==> src/rtl/lru_tlb_lookup_insert_macros.svh <==
// Assertion helpers for the TLB RTL.
`ifndef LRU_TLB_LOOKUP_INSERT_MACROS_SVH
`define LRU_TLB_LOOKUP_INSERT_MACROS_SVH

// Check on every clock edge outside reset.
`define LTLB_ASSERT(label, prop, msg) \
  label: assert property (@(posedge clk) disable iff (rst) (prop)) else $error(msg);

// Check on every clock edge, reset included.
`define LTLB_ASSERT_ALWAYS(label, prop, msg) \
  label: assert property (@(posedge clk) (prop)) else $error(msg);

`endif

==> src/rtl/lrutlb_pkg.sv <==
package lrutlb_pkg;

  localparam int ENTRIES = 16;
  localparam int CNT_W   = $clog2(ENTRIES + 1);
  localparam int PAGE_W  = 20;
  localparam int TOTAL_W = 32;

  localparam logic MODE_LOOKUP = 1'b0;
  localparam logic MODE_INSERT = 1'b1;

  typedef struct packed {
    logic              mode;
    logic [PAGE_W-1:0] page_number;
    logic [PAGE_W-1:0] frame_number;
  } req_t;

  typedef struct packed {
    logic               hit;
    logic [PAGE_W-1:0]  found_frame;
    logic [TOTAL_W-1:0] requests_seen;
    logic [TOTAL_W-1:0] hits_seen;
  } rsp_t;

  typedef struct packed {
    logic [PAGE_W-1:0] page;
    logic [PAGE_W-1:0] frame;
  } entry_t;

  typedef struct packed {
    logic load;
    logic shift;
  } cell_ctl_t;

endpackage

==> src/rtl/lrutlb_cell.sv <==
module lrutlb_cell (
  input  logic                         clk,
  input  lrutlb_pkg::cell_ctl_t        ctl,
  input  lrutlb_pkg::entry_t           load_data,
  input  lrutlb_pkg::entry_t           right,
  input  logic [lrutlb_pkg::PAGE_W-1:0] key,
  output lrutlb_pkg::entry_t           q,
  output logic                         match
);

  lrutlb_pkg::entry_t q_next;

  always_comb begin
    priority if (ctl.load) begin
      q_next = load_data;
    end else if (ctl.shift) begin
      q_next = right;
    end else begin
      q_next = q;
    end
  end

  always_ff @(posedge clk) begin
    q <= q_next;
  end

  assign match = (q.page == key);

endmodule

==> src/rtl/lru_tlb_lookup_insert.sv <==
// Channel  Direction  Valid      Stall      Payload
// req      in         req_valid  req_stall  req (mode, page_number, frame_number)
// rsp      out        rsp_valid  rsp_stall  rsp (hit, found_frame, requests_seen, hits_seen)
//
// One request beat is taken per cycle unless stalled; its response follows next cycle.
// Compare is combinational; recency shift and counter updates register together.
// Reset clears the fill count, both totals and the response valid; the slots keep
// whatever they hold and are read only below the fill count.
// A stalled response holds and stalls requests only while it waits.
`include "lru_tlb_lookup_insert_macros.svh"

module lru_tlb_lookup_insert (
  input  logic             clk,
  input  logic             rst,
  input  logic             req_valid,
  output logic             req_stall,
  input  lrutlb_pkg::req_t req,
  output logic             rsp_valid,
  input  logic             rsp_stall,
  output lrutlb_pkg::rsp_t rsp
);

  localparam int N     = lrutlb_pkg::ENTRIES;
  localparam int CNT_W = lrutlb_pkg::CNT_W;
  localparam logic [N-1:0] ONES = {N{1'b1}};

  logic [CNT_W-1:0]                 fill_count, fill_count_next;
  logic [lrutlb_pkg::TOTAL_W-1:0]   request_total, request_total_next;
  logic [lrutlb_pkg::TOTAL_W-1:0]   hit_total, hit_total_next;
  logic                             req_fire;
  logic                             is_lookup;
  logic                             full;
  logic                             any_hit;
  logic [lrutlb_pkg::PAGE_W-1:0]    found;
  logic [N-1:0]                     match_raw, match_vec, prior, first;
  lrutlb_pkg::entry_t               cell_q     [N];
  lrutlb_pkg::entry_t               cell_right [N];
  lrutlb_pkg::cell_ctl_t            cell_ctl   [N];
  lrutlb_pkg::entry_t               load_data;
  lrutlb_pkg::rsp_t                 rsp_next;

  assign req_stall = rsp_valid & rsp_stall;
  assign req_fire  = req_valid & ~req_stall;
  assign is_lookup = (req.mode == lrutlb_pkg::MODE_LOOKUP);
  assign full      = (fill_count == CNT_W'(N));

  genvar j;
  generate
    for (j = 0; j < N; j++) begin : g_cell
      if (j == N - 1) begin : g_end
        assign cell_right[j] = cell_q[j];
      end else begin : g_mid
        assign cell_right[j] = cell_q[j+1];
      end

      assign match_vec[j] = match_raw[j] & (CNT_W'(j) < fill_count);
      assign prior[j]     = |(match_vec & (ONES >> (N - j)));
      assign first[j]     = match_vec[j] & ~prior[j];

      always_comb begin
        cell_ctl[j] = '0;
        if (req_fire) begin
          if (is_lookup) begin
            if (any_hit) begin
              cell_ctl[j].shift = (prior[j] | match_vec[j]) & (CNT_W'(j + 1) < fill_count);
              cell_ctl[j].load  = (CNT_W'(j + 1) == fill_count);
            end
          end else if (full) begin
            cell_ctl[j].shift = (j < N - 1);
            cell_ctl[j].load  = (j == N - 1);
          end else begin
            cell_ctl[j].load  = (CNT_W'(j) == fill_count);
          end
        end
      end

      lrutlb_cell u_cell (
        .clk       (clk),
        .ctl       (cell_ctl[j]),
        .load_data (load_data),
        .right     (cell_right[j]),
        .key       (req.page_number),
        .q         (cell_q[j]),
        .match     (match_raw[j])
      );
    end
  endgenerate

  assign any_hit = |match_vec;

  // first is one-hot or empty, so an OR of the masked frames selects it
  always_comb begin
    found = '0;
    for (int k = 0; k < N; k++) begin
      found = found | (cell_q[k].frame & {lrutlb_pkg::PAGE_W{first[k]}});
    end
  end

  always_comb begin
    load_data.page  = req.page_number;
    load_data.frame = is_lookup ? found : req.frame_number;
  end

  always_comb begin
    fill_count_next    = fill_count;
    request_total_next = request_total;
    hit_total_next     = hit_total;
    if (is_lookup) begin
      request_total_next = request_total + 32'd1;
      if (any_hit) begin
        hit_total_next = hit_total + 32'd1;
      end
    end else if (!full) begin
      fill_count_next = fill_count + CNT_W'(1);
    end
    rsp_next.hit           = is_lookup & any_hit;
    rsp_next.found_frame   = (is_lookup & any_hit) ? found : '0;
    rsp_next.requests_seen = request_total_next;
    rsp_next.hits_seen     = hit_total_next;
  end

  always_ff @(posedge clk) begin
    if (rst) begin
      fill_count    <= '0;
      request_total <= '0;
      hit_total     <= '0;
      rsp_valid     <= 1'b0;
    end else begin
      if (req_fire) begin
        fill_count    <= fill_count_next;
        request_total <= request_total_next;
        hit_total     <= hit_total_next;
        rsp_valid     <= 1'b1;
      end else if (!rsp_stall) begin
        rsp_valid <= 1'b0;
      end
    end
  end

  always_ff @(posedge clk) begin
    if (req_fire) begin
      rsp <= rsp_next;
    end
  end

  `LTLB_ASSERT(a_fill_grows, req_fire && req.mode == lrutlb_pkg::MODE_INSERT && fill_count != CNT_W'(N) |=> fill_count == $past(fill_count) + CNT_W'(1), "insert into a free slot did not grow the fill count")
  `LTLB_ASSERT(a_lookup_counts, req_fire && req.mode == lrutlb_pkg::MODE_LOOKUP |=> rsp_valid && rsp.requests_seen == $past(request_total) + 32'd1, "lookup beat did not advance the request total")
  `LTLB_ASSERT(a_insert_no_hit, req_fire && req.mode == lrutlb_pkg::MODE_INSERT |=> !rsp.hit && rsp.found_frame == '0 && rsp.hits_seen == $past(hit_total), "insert beat reported a hit")
  `LTLB_ASSERT_ALWAYS(a_reset_idle, rst |=> !rsp_valid && fill_count == '0, "reset left a response or entries behind")

endmodule

==> config.mk <==
export PLATFORM = sky130hd
export DESIGN_NAME = lru_tlb_lookup_insert
export DESIGN_NICKNAME = d
export VERILOG_FILES = /design/src/rtl/lrutlb_pkg.sv /design/src/rtl/lrutlb_cell.sv /design/src/rtl/lru_tlb_lookup_insert.sv
export VERILOG_INCLUDE_DIRS = /design/src /design/src/rtl
export SDC_FILE = /design/constraint.sdc
export NUM_CORES = 2
export LEC_CHECK = 0
export BUFFER_PORTS_ARGS = -buffer_cell sky130_fd_sc_hd__buf_2
export CAP_MARGIN = 25
export CORE_MARGIN = 2
export CORE_UTILIZATION = 60
export CTS_CLUSTER_DIAMETER = 80
export DETAILED_ROUTE_END_ITERATION = 8
export PLACE_DENSITY = 0.77
export SLEW_MARGIN = 0
export SYNTH_ARGS = -nofsm -noshare
export SYNTH_HDL_FRONTEND = slang
export SYNTH_HIERARCHICAL = 1
export SYNTH_SLANG_ARGS = --single-unit
==> constraint.sdc <==
create_clock -name clk -period 5.5 [get_ports clk]
set_input_delay 0.275 -clock clk [delete_from_list [all_inputs] [get_ports clk]]
set_output_delay 0.275 -clock clk [all_outputs]
set_load 0.01 [all_outputs]
==> key figures <==
Global routing
  – Vias in the first global route: around 27000
  – Gr usage total: 0.301
  – Largest net degree at the start of global routing: 73
  – Global route overflow: 0
  – Initial antenna violation count: 1
  – First-pass GRT wire length: ~160000 um

Placement
  – GPL Wtd Cong: 0.962
  – Detail Placement HPWL: roughly 75000 um
  – Setup WS pre-CTS: about 0.087 ns
  – Port bufs: 131

Cells and area
  – Syn-to-layout area delta: 11.8%
  – Number of fill cells: about 4800
  – Share of cells above drive strength 1: 0.330
  – Final Util: 0.676
  – Ant diodes: 0
  – Final net count: roughly 3300

Clock network
  – Clk root buf: clkbuf_16
  – Postcts setup bufs: 0
  – Num CTS Buffers: 86
  – Clock Path Buffers: 3
  – Clock Latency Late Sink: around 0.64 ns
  – CTS tree: done
  – CTS sink cnt: ~800
  – CTS H-tree depth: 3
  – Clk slew on worst S/H paths: around 0.060 ns

Yosys
  – Async set or reset register ratio after synthesis: 0
  – Commonest cells in the netlist: edfxtp_1 (725), mux2_2 (596), xor2_1 (253)
  – Post-synth EDFFs: 725
  – Area contributors post-synth: edfxtp_1 (53%), mux2_2 (16%), xor2_1 (5.3%)
  – Flops & latches, synth: 795
  – Gate Count Post-Synth: approximately 3000
  – Top-area cell type share of the netlist area: 0.526
  – Largest family of logic cells by synthesized area: multiplexers
  – Synth Area in Simple Gates: 0.0847
  – Count leader, synth: edfxtp_1
  – Post-synthesis adder-cell area fraction: 0.00151
  – Leading area contributor after synthesis: edfxtp_1
  – Post-synthesis compound-gate area fraction: 0.0573
  – Netlist cell types: slightly below 90
  – Post-Synth XOR/XNOR Area: 0.0901
  – Mux contribution to synthesized area: 0.175
  – Post-synthesis sequential area ratio: 0.559
  – Top_reg_cell synth: edfxtp_1
  – Post-Syn Area: just over 0.04 sq mm
  – Mapped Avg Cell Area: 13.6 sq um
  – Synth warn: 6
  – Syn_nets: 3096

Routing
  – Final wirelength: between 100000 and 150000 um
  – Drt drc: 0
  – DRT Pass-1 Iters: 9
  – Initial drt markers: between 3000 and 4000
  – Antenna-violating nets left: 0
  – Mean number of vias per cell: 6.43
  – Per-cell routed wire length: between 20 and 30 um
  – Via count: between 20000 and 30000

Power and ir drop
  – NetSw: just under 3 mW
  – Cell area power density: 285 mW/mm^2
  – Sequential power share: 0.518
  – Maximum VDD drop: about 240 uV
  – Clk pwr share: 0.424
  – Static Leak: around 16 nW
  – Total power: 13.2 mW
  – Comb power frac: 0.058
  – Internal: about 10 mW
  – Sw Share: 0.222

Floorplan
  – Total number of placement rows: 96
  – Die ar.: around 0.071 sq mm
  – I/O pin cnt: between 100 and 150
  – Initial Util: 0.605
  – DIE HEIGHT: between 200 and 300 um
  – Core Footprint: 0.0685 sq mm
  – Die W: about 270 um

STA
  – RSZ-0062 raised after global routing: false
  – Fmax: 0.201 GHz
  – Min Tclk post-route: between 4 and 5 ns
  – Final worst setup slack: 0.516 ns
  – Tcrit/Tclk final: 0.906
  – TNS Setup: 0 ns
  – Setup Skew: approximately 0.024 ns
  – Endpoints failing setup: 0
  – Worst slew margin: 0.309
  – Worst slew pin tran: approximately 1.0 ns
  – Hold slack: 0.231 ns
  – Slew Viols, Final: 0
  – Hold Vio Cnt, Final: 0

Critical path
  – Cell with the most instances on the worst path: nor3_2
  – Crit end category: flip-flop
  – CP cell instances: nor3_2 -> a31oi_4 -> buf_4 -> nor3_2 -> nand4_4 -> o21ai_4 -> inv_2 -> a22oi_1 -> nor3_2 -> or2_2 -> buf_12
  – CP Launch Type: flip-flop
  – CP max stage delay: around 0.80 ns
  – CP delay by family, top: simple AND/OR/NAND/NOR gates
  – Max FO, Critical Path: 31
  – Slowest CP cell: nor3_2
  – WP data arrival: 5.36 ns
  – Worst endpoint required time: just under 6 ns
  – CP Buf/Inv Count: 3
  – WS Path Type: flip-flop to flip-flop

Worst hold path
  – Worst min path class: input pin to flip-flop

Outcome
  – Outcome: finished, final reports clean

Flow run
  – Max-Cap Viols: 0
[worst register-to-register path, cell delays in order (launching register included)]
cell and delay [ns]:
dfxtp_1 0.58, nor3_2 0.41, a31oi_4 0.12, buf_4 0.19
nor3_2 0.80, nand4_4 0.23, o21ai_4 0.72, inv_2 0.09
a22oi_1 0.62, nor3_2 0.21, or2_2 0.49, buf_12 0.23
[routing by layer]
metal | routed length (um) | share of wire | track usage
met5 | 0 | 0 | 0
met4 | 3050 | 0.028 | 0.0910
met3 | 11000 | 0.10 | 0.0769
met2 | 48700 | 0.45 | 0.464
met1 | 44700 | 0.42 | 0.420
[power groups by stage]
stage / Sequential (mW) / Clock [mW] / Combinational (mW)
after floorplan: 6.95 / 0 / 0.400
after global placement: 6.95 / 0 / 0.724
after detailed placement: 6.96 / 0 / 0.747
after CTS: 6.83 / 5.66 / 0.754
after global routing: 6.84 / 5.89 / 0.814
final: 6.83 / 5.59 / 0.766
[state kept, by name, summed over array words and instances, names as in the netlist]
name,cells
g_cell.u_cell/q,640
rsp_valid,1
request_total,32
fill_count,5
hit_total,32
rsp,85
[placed cells by master, fill, tap and decap left out, types with 23 or more instances in the layout]
cell,count
nor3_1,28
buf_4,149
edfxtp_1,725
nand2_1,107
a22o_1,28
nand3_1,88
dfxtp_1,70
o21ai_0,24
clkbuf_1,23
nor3_2,26
nor4_1,57
buf_2,131
mux2_2,596
nand4_1,52
a21oi_1,84
clkbuf_16,90
or2_2,23
a22oi_1,24
mux2_1,48
xor2_1,253
nor2_1,164
xnor2_1,173
[timing repair]
action	CTS	global route
hold endpoints to repair	1	0
hold buffers	2	0
resized for setup	0	0
[layout make-up]
cell class	instances	area [sq um]	area share
Clock inverter	46	367	0.00792
Multi-Input combinational cell	2058	17100	0.369
Timing Repair Buffer	303	2190	0.0473
Tap cell	882	1100	0.0238
Clock buffer	113	2340	0.0505
Sequential cell	795	23200	0.500
Inverter	13	51.3	0.00111
[per-stage QoR]
stage               area (sq um)  cells
detailed placement         43500   4045
finish                     46300   4210
floorplan                  41400   3046
global placement           43500   4040
CTS                        46300   4206
global route               46300   4210
[path summary, 6_finish.rpt]
kind                     from                       to  slack [ns]  depth (start not counted)
max             fill_count[4]  g_cell[14].u_cell/q[30]        0.52                         11
min                   req[20]  g_cell[15].u_cell/q[20]        0.23                          3
max reg2reg     fill_count[4]  g_cell[14].u_cell/q[30]        0.52                         11
min reg2reg  request_total[1]         request_total[1]        0.49                          2
[kinds of logic (layout without fill, tap and decap cells)]
family | Yosys count | count (layout)
AO/OA/AOI/OAI | 319 | 319
XOR/XNOR | 426 | 426
adder cells (fa/ha/maj) | 5 | 5
buffers and inverters | 193 | 475
flip-flops | 795 | 795
multiplexers | 645 | 645
AND/OR/NAND/NOR | 663 | 663
No activity file was read; power rests on OpenSTA's default activity.
